**config.mk**
```make
export PLATFORM = sky130hd
export DESIGN_NAME = double_ended_queue_core
export DESIGN_NICKNAME = d
export VERILOG_FILES = /design/src/rtl/deq_pkg.sv /design/src/rtl/deq_ram.sv /design/src/rtl/double_ended_queue_core.sv
export SDC_FILE = /design/constraint.sdc
export NUM_CORES = 2
export LEC_CHECK = 0
export ABC_AREA = 1
export BUFFER_PORTS_ARGS = -buffer_cell sky130_fd_sc_hd__clkbuf_2
export CAP_MARGIN = 20
export CORE_MARGIN = 2
export CORE_UTILIZATION = 45
export CTS_BUF_LIST = sky130_fd_sc_hd__clkbuf_4 sky130_fd_sc_hd__clkbuf_8 sky130_fd_sc_hd__clkbuf_16
export DETAILED_ROUTE_END_ITERATION = 7
export PLACE_DENSITY = 0.67
export SYNTH_ARGS = -nofsm -noshare
export SYNTH_HDL_FRONTEND = slang
export SYNTH_HIERARCHICAL = 1
export SYNTH_SLANG_ARGS = --single-unit
```
**constraint.sdc**
```tcl
create_clock -name clk -period 6.3 [get_ports clk]
set_input_delay 1.26 -clock clk [delete_from_list [all_inputs] [get_ports clk]]
set_output_delay 1.26 -clock clk [all_outputs]
set_load 0.01 [all_outputs]
```
**src/rtl/deq_pkg.sv**
```systemverilog
// Package with the action and status codes of the double-ended queue.
`timescale 1ns / 1ps

package deq_pkg;

	localparam int ACTION_W = 3;
	localparam int STATUS_W = 2;

	localparam logic [ACTION_W-1:0] ACT_PUSH_FRONT = 3'd0;
	localparam logic [ACTION_W-1:0] ACT_PUSH_BACK  = 3'd1;
	localparam logic [ACTION_W-1:0] ACT_POP_FRONT  = 3'd2;
	localparam logic [ACTION_W-1:0] ACT_POP_BACK   = 3'd3;
	localparam logic [ACTION_W-1:0] ACT_DUMP       = 3'd4;

	localparam logic [STATUS_W-1:0] STS_OK    = 2'd0;
	localparam logic [STATUS_W-1:0] STS_EMPTY = 2'd1;
	localparam logic [STATUS_W-1:0] STS_FULL  = 2'd2;

	typedef logic [STATUS_W-1:0] status_t;

endpackage

```
**src/rtl/deq_ram.sv**
```systemverilog
// Generic single-port-write, single-port-read RAM with a registered read.
`timescale 1ns / 1ps

module deq_ram #(
	parameter int WIDTH = 32,
	parameter int DEPTH = 64
) (
	input  logic                     clk,
	input  logic                     wr_en,
	input  logic [$clog2(DEPTH)-1:0] wr_addr,
	input  logic [WIDTH-1:0]         wr_data,
	input  logic                     rd_en,
	input  logic [$clog2(DEPTH)-1:0] rd_addr,
	output logic [WIDTH-1:0]         rd_data
);

	logic [WIDTH-1:0] mem [DEPTH];

	always_ff @(posedge clk) begin
		if (wr_en) begin
			mem[wr_addr] <= wr_data;
		end
		if (rd_en) begin
			rd_data <= mem[rd_addr];
		end
	end

endmodule

```
**src/rtl/double_ended_queue_core.sv**
```systemverilog
// Double-ended queue kept as a ring buffer in one synchronous RAM.
// Push and pop requests give their status in the cycle after acceptance, one request a cycle
// unless the output stalls. A dump first reads the front word, then streams one word a cycle
// unless the output stalls, front to back; no new request is taken until the last word is in
// the output register. Reset clears the entry count and the front index, not the store.
`timescale 1ns / 1ps

module double_ended_queue_core #(
	parameter int DEPTH      = 64,
	parameter int DATA_WIDTH = 32
) (
	input  logic                          clk,
	input  logic                          arst_n,
	input  logic                          in_valid,
	output logic                          in_stall,
	input  logic [deq_pkg::ACTION_W-1:0]  action,
	input  logic signed [31:0]            push_value,
	output logic                          out_valid,
	input  logic                          out_stall,
	output logic [deq_pkg::STATUS_W-1:0]  status,
	output logic signed [31:0]            dump_value,
	output logic                          last
);

	localparam int IDX_W = $clog2(DEPTH);
	localparam int CNT_W = $clog2(DEPTH + 1);

	localparam logic ST_IDLE = 1'b0;
	localparam logic ST_DUMP = 1'b1;

	logic             state_q;
	logic [IDX_W-1:0] front_q;
	logic [CNT_W-1:0] count_q;
	logic [IDX_W-1:0] dslot_q;
	logic [CNT_W-1:0] rem_q;
	logic             out_valid_q;

	deq_pkg::status_t status_q;
	logic [31:0]      dump_value_q;
	logic             last_q;

	logic                  in_acc;
	logic                  out_free;
	logic                  full;
	logic                  empty;
	logic [IDX_W-1:0]      front_prev;
	logic [IDX_W-1:0]      front_next;
	logic [IDX_W-1:0]      dslot_next;
	logic [CNT_W:0]        back_sum;
	logic [IDX_W-1:0]      back_slot;
	logic [63:0]           push_wide;
	logic [63:0]           rd_wide;

	logic                  wr_en;
	logic [IDX_W-1:0]      wr_addr;
	logic                  rd_en;
	logic [IDX_W-1:0]      rd_addr;
	logic [DATA_WIDTH-1:0] rd_data;

	logic                  load_out;
	deq_pkg::status_t      nxt_status;
	logic [31:0]           nxt_value;
	logic                  nxt_last;

	assign out_free = !out_valid_q || !out_stall;
	assign in_stall = (state_q != ST_IDLE) || !out_free;
	assign in_acc   = in_valid && !in_stall;

	assign full  = (count_q == CNT_W'(DEPTH));
	assign empty = (count_q == '0);

	assign front_prev = (front_q == '0) ? IDX_W'(DEPTH - 1) : front_q - 1'b1;
	assign front_next = (front_q == IDX_W'(DEPTH - 1)) ? '0 : front_q + 1'b1;
	assign dslot_next = (dslot_q == IDX_W'(DEPTH - 1)) ? '0 : dslot_q + 1'b1;

	// Front plus count stays below twice the depth, so one subtract wraps it.
	assign back_sum  = {{(CNT_W + 1 - IDX_W){1'b0}}, front_q} + {1'b0, count_q};
	assign back_slot = (back_sum >= (CNT_W + 1)'(DEPTH)) ?
		IDX_W'(back_sum - (CNT_W + 1)'(DEPTH)) : IDX_W'(back_sum);

	assign push_wide = {{32{push_value[31]}}, push_value};

	always_comb begin
		rd_wide = {64{rd_data[DATA_WIDTH-1]}};
		rd_wide[DATA_WIDTH-1:0] = rd_data;
	end

	always_comb begin
		wr_en      = 1'b0;
		wr_addr    = front_prev;
		rd_en      = 1'b0;
		rd_addr    = front_q;
		load_out   = 1'b0;
		nxt_status = deq_pkg::STS_OK;
		nxt_value  = '0;
		nxt_last   = 1'b1;
		unique case (state_q)
			ST_IDLE: begin
				if (in_acc) begin
					case (action) inside
						deq_pkg::ACT_PUSH_FRONT, deq_pkg::ACT_PUSH_BACK: begin
							load_out = 1'b1;
							if (full) begin
								nxt_status = deq_pkg::STS_FULL;
							end else begin
								wr_en   = 1'b1;
								wr_addr = (action == deq_pkg::ACT_PUSH_FRONT) ?
									front_prev : back_slot;
							end
						end
						deq_pkg::ACT_POP_FRONT, deq_pkg::ACT_POP_BACK: begin
							load_out = 1'b1;
							if (empty) begin
								nxt_status = deq_pkg::STS_EMPTY;
							end
						end
						deq_pkg::ACT_DUMP: begin
							if (empty) begin
								load_out   = 1'b1;
								nxt_status = deq_pkg::STS_EMPTY;
							end else begin
								rd_en = 1'b1;
							end
						end
						default: begin
						end
					endcase
				end
			end
			ST_DUMP: begin
				rd_addr = dslot_next;
				if (out_free) begin
					load_out  = 1'b1;
					nxt_value = rd_wide[31:0];
					nxt_last  = (rem_q == '0);
					rd_en     = (rem_q != '0);
				end
			end
			default: begin
			end
		endcase
	end

	always_ff @(posedge clk or negedge arst_n) begin
		if (!arst_n) begin
			state_q     <= ST_IDLE;
			front_q     <= '0;
			count_q     <= '0;
			dslot_q     <= '0;
			rem_q       <= '0;
			out_valid_q <= 1'b0;
		end else begin
			if (out_free) begin
				out_valid_q <= load_out;
			end
			unique case (state_q)
				ST_IDLE: begin
					if (in_acc) begin
						case (action)
							deq_pkg::ACT_PUSH_FRONT: begin
								if (!full) begin
									front_q <= front_prev;
									count_q <= count_q + 1'b1;
								end
							end
							deq_pkg::ACT_PUSH_BACK: begin
								if (!full) begin
									count_q <= count_q + 1'b1;
								end
							end
							deq_pkg::ACT_POP_FRONT: begin
								if (!empty) begin
									front_q <= front_next;
									count_q <= count_q - 1'b1;
								end
							end
							deq_pkg::ACT_POP_BACK: begin
								if (!empty) begin
									count_q <= count_q - 1'b1;
								end
							end
							deq_pkg::ACT_DUMP: begin
								if (!empty) begin
									state_q <= ST_DUMP;
									dslot_q <= front_q;
									rem_q   <= count_q - 1'b1;
								end
							end
							default: begin
							end
						endcase
					end
				end
				ST_DUMP: begin
					if (out_free) begin
						if (rem_q == '0) begin
							state_q <= ST_IDLE;
						end else begin
							dslot_q <= dslot_next;
							rem_q   <= rem_q - 1'b1;
						end
					end
				end
				default: begin
					state_q <= ST_IDLE;
				end
			endcase
		end
	end

	always_ff @(posedge clk) begin
		if (load_out) begin
			status_q     <= nxt_status;
			dump_value_q <= nxt_value;
			last_q       <= nxt_last;
		end
	end

	deq_ram #(
		.WIDTH(DATA_WIDTH),
		.DEPTH(DEPTH)
	) u_store (
		.clk    (clk),
		.wr_en  (wr_en),
		.wr_addr(wr_addr),
		.wr_data(push_wide[DATA_WIDTH-1:0]),
		.rd_en  (rd_en),
		.rd_addr(rd_addr),
		.rd_data(rd_data)
	);

	assign out_valid  = out_valid_q;
	assign status     = status_q;
	assign dump_value = dump_value_q;
	assign last       = last_q;

endmodule
```
==> impl_results.md <==
* Outcome: finished clean
* GR Util All Layers at about a quarter
* DR vias at 57,087
* CP arrival at about 5.6 ns
* Fill count at about 16,000
* Adder-cell area share of the yosys netlist at less than 1%
* Total global routing overflow at 0
* Cts hold-fix bufs at 0
* Cell area after synthesis at ~0.087 mm²
* Non-filler instance count after layout at roughly 10,000
* Setup violators final at 0
* Number of global-route vias before repair at around 55,000
* # rows at between 150 and 200
* Ys Warns at 6
* Drt via density at approximately 5.7
* Drt pass-1 iters at 7
* Post_cts resized at 0
* Fin. max-slew vios at 0
* CP max stage cell: nor2_4
* Layout Skew at roughly 0.042 ns
* DP Cell Count at between 9,000 and 10,000
* Switching pwr at 20.3 mW
* Peak Freq at between 150 and 200 MHz
* Register area share after synthesis at between 70% and 80%
* Largest net degree at the start of global routing at 169
* Syn Inst Count at between 7,000 and 8,000
* Worst Slack Setup Final at roughly 1.2 ns
* Netlist cell types at 40
* Final period utilization at between 80% and 90%
* GR peak layer: met2
* Layout cells sized above 1 at under 10%
* Initial Util at ~45%
* Drt total wl at approximately 230,000 µm
* Count of boundary I/O pins at between 70 and 80
* Net Sw Frac at approximately two fifths
* DRC violations left at 0
* Port bufs at 75
* Mux cell area share after synthesis at 0%
* Syn_nets at approximately 7,300
* DIE AREA at approximately 0.2 mm²
* Core area at between 0.15 and 0.2 mm²
* Async SR Flop Fraction at under 10%
* Met2 usage at about two fifths
* Met1 usage at roughly 33%
* Slew headroom at about 23%
* Synth Area in Compound Gates at less than 1%
* Clock sinks at between 2,000 and 2,500
* Global-route wire length before repair at 349,000 µm
* Final ANT Viol Nets at 0
* DIE HEIGHT at roughly 440 µm
* RSZ-0062 raised after global routing: false
* DR iter-0 viols at roughly 7,500
* Die X at approximately 440 µm
* Worst VDD drop at between 0.7 and 0.8 mV
* Family with the most delay on the worst path: simple AND/OR/NAND/NOR gates
* Mean Syn Cell Area at between 10 and 15 µm²
* Final #Nets at between 7,000 and 8,000
* Top FF cell, synth: edfxtp_1
* PwrDens at 502 mW/mm²
* Worst-path clk slew at about 0.060 ns
* Routability cong. at 0.871
* Post-DP Area at about 0.090 mm²
* WHS at slightly above 0.5 ns
* Clock Power Share at 24.9%
* Dpl ws at roughly 0.96 ns
* Flops & latches, synth at about 2,100
* CP peak stage delay at 1.03 ns
* Met3 Usage GRT at 3.57%
* Total power draw at slightly below 50 mW
* P_leak at approximately 34 nW
* Internal power at about 28 mW
* Layout area overhead at 11.6%
* WL per Instance at 23.6 µm
* Worst-Margin Slew at ~1.2 ns
* Post-layout utilization of the core at 50.5%
* CP Class: reg -> reg
* CTS Buffer Depth at 3
* Clock insertion delay at the later pin of the skew report at approximately 0.85 ns
* Root buffer cell: clkbuf_16
* Sequential share of power at approximately a third
* Post-Synth Simple-Gate Area at 22.5%
* Crit path capture type: flop
* Initial antenna violation count at 13
* XOR/XNOR Fraction of Synth Area at less than 1%
* Design Area, Final at 0.0970 mm²
* Post-synth EDFFs at between 2,000 and 2,500
* Postcts setup bufs at 0
* Combinational Power Share at around 41%
* Min Clock Period, post-route at approximately 5.1 ns
* Critical path buffers and inverters at 3
* Worst-path maximum fanout at 25
* Detailed Place HPWL at between 100,000 and 150,000 µm
* Deepest level of the CTS H-tree at 4
* Setup crit start kind: flop
* Total CTS buffers at 208
* Cell Chain, Critical Path: inv_4 > nand3_4 > nor2_1 > nand2_1 > inv_2 > nand2_2 > o21ai_1 > nand4_1 > nor2_4 > buf_4
* MaxCap Viol Count at 0
* Final Hold Viols at 0
* TNS Setup at 0 ns
* Largest family of logic cells by synthesized area: simple AND/OR/NAND/NOR gates
* CTS tree: built
* Hold Crit Class: in -> async
* Worst endpoint required time at about 7 ns
-- state kept, by name (all words and copies together), names as in the netlist --
signal and count:
u_store/mem 2048, status 2, last 1, rem_q 7
count_q 7, dslot_q 6, dump_value 32, state_q 1
out_valid 1, u_store/rd_data 32, front_q 6
-- layout make-up --
| class | instances | area, µm² | share of cell area, % |
|---|---|---|---|
| sequential | 2143 | 64200 | 66.2 |
| clock buffer | 265 | 5720 | 5.90 |
| multi-input combinational | 4578 | 20600 | 21.2 |
| inverter | 84 | 355 | 0.366 |
| antenna | 1 | 2.50 | 0.00258 |
| tap | 2526 | 3160 | 3.26 |
| clock inverter | 114 | 927 | 0.956 |
| timing repair buffer | 247 | 2000 | 2.06 |
-- layout by cell type (no fill, tap or decap), drive strengths merged --
| cell | instances |
|---|---|
| o22ai | 2 |
| nand3 | 1948 |
| xor2 | 6 |
| ha | 13 |
| fa | 1 |
| o211ai | 1 |
| edfxtp | 2115 |
| o21bai | 1 |
| bufinv | 12 |
| nand4 | 14 |
| clkbuf | 310 |
| xnor2 | 5 |
| buf | 202 |
| inv | 90 |
| dfrtp | 28 |
| nor3 | 1 |
| nand2 | 2416 |
| a21oi | 5 |
| a211oi | 1 |
| clkinvlp | 5 |
| nor4 | 8 |
| o21ai | 26 |
| diode | 1 |
| clkinv | 91 |
| nor2 | 122 |
| or2 | 3 |
| nand3b | 4 |
| o21a | 1 |
-- kinds of logic (layout without fill, tap and decap cells) --
| family | count (synthesis) | count (layout) |
|---|---|---|
| fa+ha+maj | 14 | 14 |
| flops | 2143 | 2143 |
| xor+xnor | 11 | 11 |
| other cells | 0 | 1 |
| simple gates | 4516 | 4516 |
| compound gates | 37 | 37 |
| buf+inv | 546 | 710 |
-- power by group through the flow --
stage,Sequential [mW],Combinational (mW),Clock [mW]
after floorplan,16.7,13.0,0
final,16.5,20.0,12.1
after detailed placement,16.8,19.6,0
after global routing,16.6,21.6,12.8
after CTS,16.5,19.7,12.3
after global placement,16.8,19.4,0
-- Yosys cell counts (3+ instances only) --
cell type	count	area, µm²
nand3b_1	3	22.5
nor4_1	8	50.1
nand2_1	2409	9040
buf_2	288	1440
inv_2	8	30.0
o21ai_2	4	35.0
nand4_1	14	87.6
nor2_2	7	43.8
buf_4	46	345
a21oi_1	5	25.0
buf_1	40	150
nand2_2	5	31.3
xor2_1	6	52.6
o21ai_0	19	95.1
nor2_1	112	420
nand3_1	1946	9740
dfrtp_1	28	701
edfxtp_1	2115	63500
clkbuf_1	79	297
ha_1	13	163
xnor2_1	5	43.8
nor2_4	3	33.8
inv_1	74	278
o21ai_1	3	15.0
buf_6	7	78.8
-- metal layers --
metal	up-vias	share of wire [%]
met5	-	0.017
met1	28052	40
met4	6	2.8
met2	2910	48
met3	399	9.1
li1	25720	-
-- final timing paths --
path | cells past startpoint | slack (ns) | start | to
worst max register to register | 10 | 1.20 | state_q | u_store/mem[19][10]
worst min-delay path | 1 | 0.51 | arst_n | out_valid
worst max-delay path | 10 | 1.20 | state_q | u_store/mem[19][10]
max in group asynchronous | 1 | 5.19 | arst_n | count_q[3]
worst min register to register | 2 | 0.55 | u_store/rd_data[25] | dump_value[25]
min in group clk | 2 | 0.55 | u_store/rd_data[25] | dump_value[25]
Power figures use the tool's default switching activity.
